### src/sep_pkg.sv
// Shared types, character codes and field-name tables for the event stream parser.
`default_nettype none

package sep_pkg;

    typedef enum logic [3:0] {
        KIND_DATA     = 4'd0,
        KIND_SEP      = 4'd1,
        KIND_CLEAR    = 4'd2,
        KIND_EBYTE    = 4'd3,
        KIND_IBYTE    = 4'd4,
        KIND_ACCEPT   = 4'd5,
        KIND_REJECT   = 4'd6,
        KIND_DISPATCH = 4'd7,
        KIND_DROPPED  = 4'd8
    } kind_t;

    typedef enum logic [1:0] {
        PH_NAME  = 2'd0,
        PH_COLON = 2'd1,
        PH_VALUE = 2'd2
    } phase_t;

    typedef enum logic [1:0] {
        TG_SKIP  = 2'd0,
        TG_DATA  = 2'd1,
        TG_EVENT = 2'd2,
        TG_ID    = 2'd3
    } target_t;

    // Candidate field names, one bit each in the viable mask.
    localparam logic [1:0] CAND_DATA  = 2'd0;
    localparam logic [1:0] CAND_EVENT = 2'd1;
    localparam logic [1:0] CAND_ID    = 2'd2;
    localparam int         NUM_CAND   = 3;

    localparam logic [7:0] CH_CR    = 8'h0D;
    localparam logic [7:0] CH_LF    = 8'h0A;
    localparam logic [7:0] CH_COLON = 8'h3A;
    localparam logic [7:0] CH_SPACE = 8'h20;
    localparam logic [7:0] CH_NUL   = 8'h00;

    localparam logic [2:0] NAME_LEN_MAX = 3'd7;

    // Depth of the result queue; a request never yields more than two results.
    localparam int QUEUE_DEPTH = 4;
    localparam int PTR_W       = $clog2(QUEUE_DEPTH);
    localparam int COUNT_W     = $clog2(QUEUE_DEPTH + 1);

    typedef struct packed {
        kind_t      kind;
        logic [7:0] value;
        logic       last;
    } result_t;

    typedef struct packed {
        logic [1:0] count;
        result_t    first;
        result_t    second;
    } push_t;

    function automatic logic [2:0] cand_len(input logic [1:0] k);
        logic [2:0] len;
        unique case (k)
            CAND_DATA:  len = 3'd4;
            CAND_EVENT: len = 3'd5;
            CAND_ID:    len = 3'd2;
            default:    len = 3'd0;
        endcase
        return len;
    endfunction

    function automatic logic [7:0] cand_char(input logic [1:0] k, input logic [2:0] pos);
        logic [7:0] c;
        c = CH_NUL;
        unique case (k)
            CAND_DATA:
            begin
                unique case (pos)
                    3'd0:    c = "d";
                    3'd1:    c = "a";
                    3'd2:    c = "t";
                    3'd3:    c = "a";
                    default: c = CH_NUL;
                endcase
            end
            CAND_EVENT:
            begin
                unique case (pos)
                    3'd0:    c = "e";
                    3'd1:    c = "v";
                    3'd2:    c = "e";
                    3'd3:    c = "n";
                    3'd4:    c = "t";
                    default: c = CH_NUL;
                endcase
            end
            CAND_ID:
            begin
                unique case (pos)
                    3'd0:    c = "i";
                    3'd1:    c = "d";
                    default: c = CH_NUL;
                endcase
            end
            default: c = CH_NUL;
        endcase
        return c;
    endfunction

endpackage

`default_nettype wire

### src/sse_event_stream_parser.sv
// Top level of the server-sent events line parser.
//
// Requests arrive on the input channel (in_valid/in_ready) as one raw stream
// byte in byte_in, or as an end-of-input mark when end_of_input is high.
// Results leave on the output channel (out_valid/out_ready) as kind, value
// and last; last marks the final result caused by one request.
// A request is parsed in the cycle it is accepted and its results sit in a
// four-entry result queue, so with an empty queue the first result is
// offered in the cycle after acceptance. One request is accepted per cycle
// as long as each gives at most one result and the receiver keeps up; an
// end of input whose open field has a pending result gives two results.
// A name byte or the LF of a CRLF pair gives no result. in_ready is high
// while the queue has at least two free entries, so a stalled receiver
// backs up into the input once more than two results are held.
// Reset clears the parser to the start of a line with no event pending and
// empties the queue.
`default_nettype none

module sse_event_stream_parser
(
    input  wire logic       clk,
    input  wire logic       rst_n,
    input  wire logic       in_valid,
    output logic            in_ready,
    input  wire logic [7:0] byte_in,
    input  wire logic       end_of_input,
    output logic            out_valid,
    input  wire logic       out_ready,
    output logic [3:0]      kind,
    output logic [7:0]      value,
    output logic            last
);

    sep_pkg::push_t   push;
    sep_pkg::result_t head;
    logic             accept;
    logic             has_room;

    assign in_ready = has_room;
    assign accept   = in_valid && has_room;

    sep_core u_core
    (
        .clk          (clk),
        .rst_n        (rst_n),
        .accept       (accept),
        .byte_in      (byte_in),
        .end_of_input (end_of_input),
        .push         (push)
    );

    sep_queue u_queue
    (
        .clk       (clk),
        .rst_n     (rst_n),
        .push      (push),
        .pop       (out_valid && out_ready),
        .has_room  (has_room),
        .not_empty (out_valid),
        .head      (head)
    );

    assign kind  = head.kind;
    assign value = head.value;
    assign last  = head.last;

endmodule

`default_nettype wire

### src/sep_core.sv
// Parser state and the per-byte decision logic that produces up to two results.
`default_nettype none

module sep_core
(
    input  wire logic          clk,
    input  wire logic          rst_n,
    input  wire logic          accept,
    input  wire logic [7:0]    byte_in,
    input  wire logic          end_of_input,
    output sep_pkg::push_t     push
);

    sep_pkg::phase_t  phase_reg, phase_next;
    sep_pkg::target_t target_reg, target_next;
    logic [2:0]       viable_reg, viable_next;
    logic [2:0]       len_reg, len_next;
    logic             have_data_reg, have_data_next;
    logic             nonempty_reg, nonempty_next;
    logic             nul_reg, nul_next;
    logic             pending_cr_reg, pending_cr_next;

    sep_pkg::target_t matched;
    logic             is_eol;
    logic             pre_valid;
    sep_pkg::kind_t   pre_kind;
    logic [7:0]       pre_value;

    assign is_eol = (byte_in == sep_pkg::CH_CR) || (byte_in == sep_pkg::CH_LF);

    // The first candidate whose full name was seen decides the field.
    always_comb
    begin
        if (viable_reg[sep_pkg::CAND_DATA] && (len_reg == sep_pkg::cand_len(sep_pkg::CAND_DATA)))
            matched = sep_pkg::TG_DATA;
        else if (viable_reg[sep_pkg::CAND_EVENT]
                 && (len_reg == sep_pkg::cand_len(sep_pkg::CAND_EVENT)))
            matched = sep_pkg::TG_EVENT;
        else if (viable_reg[sep_pkg::CAND_ID] && (len_reg == sep_pkg::cand_len(sep_pkg::CAND_ID)))
            matched = sep_pkg::TG_ID;
        else
            matched = sep_pkg::TG_SKIP;
    end

    always_comb
    begin
        phase_next      = phase_reg;
        target_next     = target_reg;
        viable_next     = viable_reg;
        len_next        = len_reg;
        have_data_next  = have_data_reg;
        nonempty_next   = nonempty_reg;
        nul_next        = nul_reg;
        pending_cr_next = pending_cr_reg;
        pre_valid       = 1'b0;
        pre_kind        = sep_pkg::KIND_DATA;
        pre_value       = 8'h00;

        if (end_of_input)
        begin
            // Finish whatever field is open, then the parser starts over.
            if (phase_reg == sep_pkg::PH_NAME)
            begin
                if (len_reg != 3'd0)
                begin
                    unique case (matched)
                        sep_pkg::TG_DATA:
                        begin
                            pre_valid = nonempty_reg;
                            pre_kind  = sep_pkg::KIND_SEP;
                        end
                        sep_pkg::TG_EVENT:
                        begin
                            pre_valid = 1'b1;
                            pre_kind  = sep_pkg::KIND_CLEAR;
                        end
                        sep_pkg::TG_ID:
                        begin
                            pre_valid = 1'b1;
                            pre_kind  = sep_pkg::KIND_ACCEPT;
                        end
                        default:
                        begin
                            pre_valid = 1'b0;
                        end
                    endcase
                end
            end
            else if (target_reg == sep_pkg::TG_ID)
            begin
                pre_valid = 1'b1;
                pre_kind  = nul_reg ? sep_pkg::KIND_REJECT : sep_pkg::KIND_ACCEPT;
            end
            phase_next      = sep_pkg::PH_NAME;
            target_next     = sep_pkg::TG_SKIP;
            viable_next     = 3'b111;
            len_next        = 3'd0;
            have_data_next  = 1'b0;
            nonempty_next   = 1'b0;
            nul_next        = 1'b0;
            pending_cr_next = 1'b0;
        end
        else if (pending_cr_reg && (byte_in == sep_pkg::CH_LF))
        begin
            // Second half of a CRLF line end.
            pending_cr_next = 1'b0;
        end
        else
        begin
            pending_cr_next = 1'b0;
            if (phase_reg == sep_pkg::PH_NAME)
            begin
                if (is_eol)
                begin
                    if (len_reg == 3'd0)
                    begin
                        pre_valid = 1'b1;
                        if (have_data_reg)
                        begin
                            pre_kind       = sep_pkg::KIND_DISPATCH;
                            have_data_next = 1'b0;
                            nonempty_next  = 1'b0;
                        end
                        else
                        begin
                            pre_kind = sep_pkg::KIND_CLEAR;
                        end
                    end
                    else
                    begin
                        // A bare name acts as that field with an empty value.
                        unique case (matched)
                            sep_pkg::TG_DATA:
                            begin
                                have_data_next = 1'b1;
                                pre_valid      = nonempty_reg;
                                pre_kind       = sep_pkg::KIND_SEP;
                            end
                            sep_pkg::TG_EVENT:
                            begin
                                pre_valid = 1'b1;
                                pre_kind  = sep_pkg::KIND_CLEAR;
                            end
                            sep_pkg::TG_ID:
                            begin
                                pre_valid = 1'b1;
                                pre_kind  = sep_pkg::KIND_ACCEPT;
                            end
                            default:
                            begin
                                pre_valid = 1'b0;
                            end
                        endcase
                    end
                    phase_next      = sep_pkg::PH_NAME;
                    target_next     = sep_pkg::TG_SKIP;
                    viable_next     = 3'b111;
                    len_next        = 3'd0;
                    nul_next        = 1'b0;
                    pending_cr_next = (byte_in == sep_pkg::CH_CR);
                end
                else if (byte_in == sep_pkg::CH_COLON)
                begin
                    if (len_reg == 3'd0)
                    begin
                        target_next = sep_pkg::TG_SKIP;
                        phase_next  = sep_pkg::PH_VALUE;
                    end
                    else
                    begin
                        target_next = matched;
                        phase_next  = sep_pkg::PH_COLON;
                        unique case (matched)
                            sep_pkg::TG_DATA:
                            begin
                                have_data_next = 1'b1;
                                pre_valid      = nonempty_reg;
                                pre_kind       = sep_pkg::KIND_SEP;
                            end
                            sep_pkg::TG_EVENT:
                            begin
                                pre_valid = 1'b1;
                                pre_kind  = sep_pkg::KIND_CLEAR;
                            end
                            sep_pkg::TG_ID:
                            begin
                                nul_next = 1'b0;
                            end
                            default:
                            begin
                                pre_valid = 1'b0;
                            end
                        endcase
                    end
                end
                else
                begin
                    for (int k = 0; k < sep_pkg::NUM_CAND; k++)
                    begin
                        if (!((len_reg < sep_pkg::cand_len(2'(k)))
                              && (sep_pkg::cand_char(2'(k), len_reg) == byte_in)))
                            viable_next[k] = 1'b0;
                    end
                    if (len_reg != sep_pkg::NAME_LEN_MAX)
                        len_next = len_reg + 3'd1;
                end
            end
            else if ((phase_reg == sep_pkg::PH_COLON) && (byte_in == sep_pkg::CH_SPACE))
            begin
                phase_next = sep_pkg::PH_VALUE;
            end
            else
            begin
                phase_next = sep_pkg::PH_VALUE;
                if (is_eol)
                begin
                    if (target_reg == sep_pkg::TG_ID)
                    begin
                        pre_valid = 1'b1;
                        pre_kind  = nul_reg ? sep_pkg::KIND_REJECT : sep_pkg::KIND_ACCEPT;
                    end
                    phase_next      = sep_pkg::PH_NAME;
                    target_next     = sep_pkg::TG_SKIP;
                    viable_next     = 3'b111;
                    len_next        = 3'd0;
                    nul_next        = 1'b0;
                    pending_cr_next = (byte_in == sep_pkg::CH_CR);
                end
                else
                begin
                    unique case (target_reg)
                        sep_pkg::TG_DATA:
                        begin
                            pre_valid     = 1'b1;
                            pre_kind      = sep_pkg::KIND_DATA;
                            pre_value     = byte_in;
                            nonempty_next = 1'b1;
                        end
                        sep_pkg::TG_EVENT:
                        begin
                            pre_valid = 1'b1;
                            pre_kind  = sep_pkg::KIND_EBYTE;
                            pre_value = byte_in;
                        end
                        sep_pkg::TG_ID:
                        begin
                            pre_valid = 1'b1;
                            pre_kind  = sep_pkg::KIND_IBYTE;
                            pre_value = byte_in;
                            if (byte_in == sep_pkg::CH_NUL)
                                nul_next = 1'b1;
                        end
                        default:
                        begin
                            pre_valid = 1'b0;
                        end
                    endcase
                end
            end
        end
    end

    // End of input always appends a dropped mark after any pending field result.
    always_comb
    begin
        push.first.kind   = pre_kind;
        push.first.value  = pre_value;
        push.first.last   = 1'b1;
        push.second.kind  = sep_pkg::KIND_DROPPED;
        push.second.value = 8'h00;
        push.second.last  = 1'b1;
        if (!accept)
        begin
            push.count = 2'd0;
        end
        else if (end_of_input)
        begin
            if (pre_valid)
            begin
                push.count      = 2'd2;
                push.first.last = 1'b0;
            end
            else
            begin
                push.count       = 2'd1;
                push.first.kind  = sep_pkg::KIND_DROPPED;
                push.first.value = 8'h00;
            end
        end
        else
        begin
            push.count = {1'b0, pre_valid};
        end
    end

    always_ff @(posedge clk or negedge rst_n)
    begin
        if (!rst_n)
        begin
            phase_reg      <= sep_pkg::PH_NAME;
            target_reg     <= sep_pkg::TG_SKIP;
            viable_reg     <= 3'b111;
            len_reg        <= 3'd0;
            have_data_reg  <= 1'b0;
            nonempty_reg   <= 1'b0;
            nul_reg        <= 1'b0;
            pending_cr_reg <= 1'b0;
        end
        else if (accept)
        begin
            phase_reg      <= phase_next;
            target_reg     <= target_next;
            viable_reg     <= viable_next;
            len_reg        <= len_next;
            have_data_reg  <= have_data_next;
            nonempty_reg   <= nonempty_next;
            nul_reg        <= nul_next;
            pending_cr_reg <= pending_cr_next;
        end
    end

endmodule

`default_nettype wire

### src/sep_queue.sv
// Small result queue that takes up to two results per cycle and hands out one.
`default_nettype none

module sep_queue
(
    input  wire logic          clk,
    input  wire logic          rst_n,
    input  wire sep_pkg::push_t push,
    input  wire logic          pop,
    output logic               has_room,
    output logic               not_empty,
    output sep_pkg::result_t   head
);

    sep_pkg::result_t                 entry_reg [sep_pkg::QUEUE_DEPTH];
    logic [sep_pkg::PTR_W-1:0]        wr_ptr_reg, rd_ptr_reg;
    logic [sep_pkg::COUNT_W-1:0]      count_reg, count_next;
    logic [sep_pkg::PTR_W-1:0]        wr_ptr_plus1;

    assign wr_ptr_plus1 = wr_ptr_reg + sep_pkg::PTR_W'(1);
    assign not_empty    = (count_reg != '0);
    assign head         = entry_reg[rd_ptr_reg];

    // Room is kept for the worst case of two results from one request.
    assign has_room = (count_reg <= sep_pkg::COUNT_W'(sep_pkg::QUEUE_DEPTH - 2));

    assign count_next = count_reg + sep_pkg::COUNT_W'(push.count)
                        - sep_pkg::COUNT_W'(pop);

    always_ff @(posedge clk or negedge rst_n)
    begin
        if (!rst_n)
        begin
            wr_ptr_reg <= '0;
            rd_ptr_reg <= '0;
            count_reg  <= '0;
        end
        else
        begin
            count_reg  <= count_next;
            wr_ptr_reg <= wr_ptr_reg + sep_pkg::PTR_W'(push.count);
            if (pop)
                rd_ptr_reg <= rd_ptr_reg + sep_pkg::PTR_W'(1);
        end
    end

    always_ff @(posedge clk)
    begin
        if (push.count != 2'd0)
            entry_reg[wr_ptr_reg] <= push.first;
        if (push.count == 2'd2)
            entry_reg[wr_ptr_plus1] <= push.second;
    end

endmodule

`default_nettype wire
### config.mk
export PLATFORM = sky130hd
export DESIGN_NAME = sse_event_stream_parser
export DESIGN_NICKNAME = d
export VERILOG_FILES = /design/src/sep_pkg.sv /design/src/sse_event_stream_parser.sv /design/src/sep_core.sv /design/src/sep_queue.sv
export SDC_FILE = /design/constraint.sdc
export NUM_CORES = 1
export LEC_CHECK = 0
export ABC_AREA = 1
export BUFFER_PORTS_ARGS = -buffer_cell sky130_fd_sc_hd__buf_2
export CORE_MARGIN = 5
export CORE_UTILIZATION = 66
export DETAILED_ROUTE_END_ITERATION = 8
export HOLD_SLACK_MARGIN = 0.08
export PLACE_DENSITY = 0.94
export SLEW_MARGIN = 40
export SYNTH_ARGS = -nofsm -noshare
export SYNTH_HDL_FRONTEND = slang
export SYNTH_SLANG_ARGS = --single-unit
### constraint.sdc
create_clock -name clk -period 8.9 [get_ports clk]
set_clock_uncertainty 0.2 [all_clocks]
set_input_delay 0.89 -clock clk [delete_from_list [all_inputs] [get_ports clk]]
set_output_delay 0.89 -clock clk [all_outputs]
set_load 0.02 [all_outputs]
==> results.sh <==
export IMPL_status="completed"
export IMPL_gp_congestion=0.979
export IMPL_synth_area_top_cells="dfxtp_1 (24%), nand2_1 (11%), dfrtp_1 (10%)"
export IMPL_leakage_uw=0.00225
export IMPL_seq_area_um2=1570
export IMPL_mostFrequentLayoutCells="nand2_1 (128), nor2_1 (89), o21ai_0 (75), inv_1 (64), dfxtp_1 (52)"
export IMPL_grtUsageTotal_pct=28.7
export IMPL_powerDensity_nw_per_um2=349
export IMPL_postCtsSetupBuffers=0
export IMPL_netlist_area_um2=4380
export IMPL_largest_register_ffs=52
export IMPL_insertion_delay_ns=0.36
export IMPL_grt_pass1_vias=4217
export IMPL_cp_end_kind="register"
export IMPL_drt_first_pass_iters=7
export IMPL_reg2reg_slack_ns=5.00
export IMPL_use_met2_pct=45.3
export IMPL_synth_top_cell_by_area="dfxtp_1"
export IMPL_setup_tns_ns=0
export IMPL_async_flop_share_pct=28.8
export IMPL_ys_seq_area_share_pct=35.8
export IMPL_r2r_end="u_queue.count_reg[2]"
export IMPL_slew_violations=0
export IMPL_cp_arrival_ns=3.98
export IMPL_synth_seq_cells=73
export IMPL_hold_path_depth=2
export IMPL_max_slew_margin_pct=47.5
export IMPL_critPathKind="reg2reg"
export IMPL_cp_max_fo=12
export IMPL_cap_violations=0
export IMPL_wirelength_um=12000
export IMPL_boundaryPins=28
export IMPL_hold_buffers=0
export IMPL_hpwl_um=8240
export IMPL_grt_overflow_total=0
export IMPL_htreeDepth=3
export IMPL_die_h_um=91.5
export IMPL_cts_root_buffer="clkbuf_8"
export IMPL_drive_gt1_share_pct=12.4
export IMPL_period_share_pct=43.8
export IMPL_yosysWarningCount=0
export IMPL_synth_cells=638
export IMPL_fillers=480
export IMPL_worst_path_max_delay_cell="nor2_1"
export IMPL_grt_first_pass_wirelength_um=19700
export IMPL_cp_cell_sequence="nor2_1 > clkinv_1 > nor2_2 > nand2_1 > nand2_1 > nand2_1 > nand2_1 > ha_1 > inv_1 > nor2_8 > inv_1 > ha_1 > fa_1 > xnor2_1 > xor2_1"
export IMPL_ant_nets=0
export IMPL_grt_start_max_net_pins=29
export IMPL_crit_top_cell="nand2_1"
export IMPL_num_vias=4541
export IMPL_antenna_found_initial=0
export IMPL_final_common_cell="nand2_1"
export IMPL_viasPerCell=6.17
export IMPL_die_area_um2=8370
export IMPL_synth_top_area_share_pct=23.8
export IMPL_rows=29
export IMPL_ys_flop_type="dfxtp_1"
export IMPL_critPathMaxStageDelay_ns=0.56
export IMPL_finalSetupViolCount=0
export IMPL_period_minus_slack_ns=3.90
export IMPL_cp_num_buf_inv=3
export IMPL_cts_buffer_depth=2
export IMPL_timing_fmax_mhz=256
export IMPL_initial_core_util_pct=68.6
export IMPL_dieWidth_um=91.5
export IMPL_clk_pin_slew_worst_paths_ns=0.08
export IMPL_cts_resized=0
export IMPL_portBuffers=27
export IMPL_p_total_uw=1650
export IMPL_rsz0062_at_grt="no"
export IMPL_vdd_drop_max_uv=286
export IMPL_multi_input_area_um2=2410
export IMPL_cp_top_family="simple AND/OR/NAND/NOR gates"
export IMPL_grt_busiest_layer="met2"
export IMPL_diodes=0
export IMPL_numCtsBuffers=9
export IMPL_use_met3_pct=5.87
export IMPL_synth_nets=664
export IMPL_crit_required_ns=8.98
export IMPL_met1_usage_pct=38.2
export IMPL_r2r_cells=15
export IMPL_r2r_start="u_core.phase_reg[0]"
export IMPL_avgRoutedWirePerCell_um=16.3
export IMPL_synth_edf_count=0
export IMPL_yosysUniqueCellTypes=39
export IMPL_nets=680
export IMPL_hold_path_class="reg2reg"
export IMPL_drcViolationCount=0
export IMPL_hold_end="u_core.viable_reg[1]"
export IMPL_hold_viol_final=0
export IMPL_cts_tree="done"
export IMPL_core_um2=6390
export IMPL_worst_pin_slew_ns=0.786
export IMPL_cts_sinks=73
export IMPL_syn_avg_cell_area_um2=6.87
export IMPL_areaGrowthSynthToFinish_pct=7.85
export IMPL_hp_start="u_core.viable_reg[1]"
export IMPL_cp_start_kind="register"
export IMPL_initialDrtViolationCount=640
==> worst min-delay path: cells and delay by family, from the launching register on <==
family           cells  cell delay, ns
and+or+nand+nor      2            0.09
DFF                  1            0.38
==> through the flow <==
step / cell area, um2 / utilization, % / std cells / hold slack, ns / worst slack (ns)
3_5_place_dp: 4490 / 70.3 / 719 / 0.255 / 4.80
3_3_place_gp: 4490 / 70.3 / 719 / 0.250 / 5.01
5_1_grt: 4720 / 74.0 / 736 / 0.294 / 4.71
6_report: 4720 / 74.0 / 736 / 0.266 / 5.00
4_1_cts: 4710 / 73.8 / 735 / 0.267 / 4.88
2_1_floorplan: 4380 / - / 638 / 0.224 / 5.23
==> cell families after synthesis <==
family / count (synthesis) / synth area share, %
xor gates and xnor gates: 9 / 1.80
adders and majority gates: 13 / 3.88
AOI/OAI and AO/OA: 150 / 18.7
and+or+nand+nor: 299 / 30.8
buffers and inverters: 94 / 9.03
DFF: 73 / 35.8
==> worst max-delay path by stage <==
stage,start,endpoint,slack (ns),cells past startpoint
after detailed placement,byte_in[0],u_queue.entry_reg[2][9],4.80,18
after floorplan,byte_in[2],u_queue.count_reg[2],5.23,18
after global routing,u_core.phase_reg[0],u_queue.count_reg[2],4.71,16
final,u_core.phase_reg[0],u_queue.count_reg[2],5.00,15
after CTS,u_core.phase_reg[0],u_queue.entry_reg[2][3],4.88,15
after global placement,byte_in[0],u_queue.entry_reg[2][11],5.01,18
==> synth_stat cells, types with 5 or more instances <==
| master | number |
|---|---|
| a21oi_1 | 38 |
| a21oi_2 | 7 |
| buf_2 | 6 |
| clkbuf_1 | 11 |
| dfrtp_1 | 18 |
| dfxtp_1 | 52 |
| ha_1 | 12 |
| inv_1 | 64 |
| inv_2 | 5 |
| nand2_1 | 128 |
| nand2_2 | 6 |
| nand3_1 | 43 |
| nor2_1 | 89 |
| nor2_4 | 7 |
| nor3_1 | 10 |
| o21ai_0 | 75 |
| o21ai_1 | 8 |
| o22ai_1 | 13 |
| xor2_1 | 8 |
==> where the power goes <==
part / internal [uW] / switching, uW / total [uW]
combinational: 259 / 504 / 764
sequential: 487 / 99.2 / 586
clock: 161 / 137 / 298
==> layer usage <==
metal / vias up / part of all wire [%]
li1: 2117 / -
met1: 2068 / 40
met2: 313 / 47
met3: 43 / 11
met4: 0 / 2.6
met5: - / 0
==> layout make-up <==
class | count | area share, %
repair buffers | 29 | 3.26
flip-flops and latches | 73 | 33.2
inverters | 70 | 5.56
clock buffers | 9 | 2.62
multi-input cells | 471 | 51.1
clock inverters | 7 | 2.17
well taps | 77 | 2.04
Note: power is estimated with default switching activity, not from simulation.
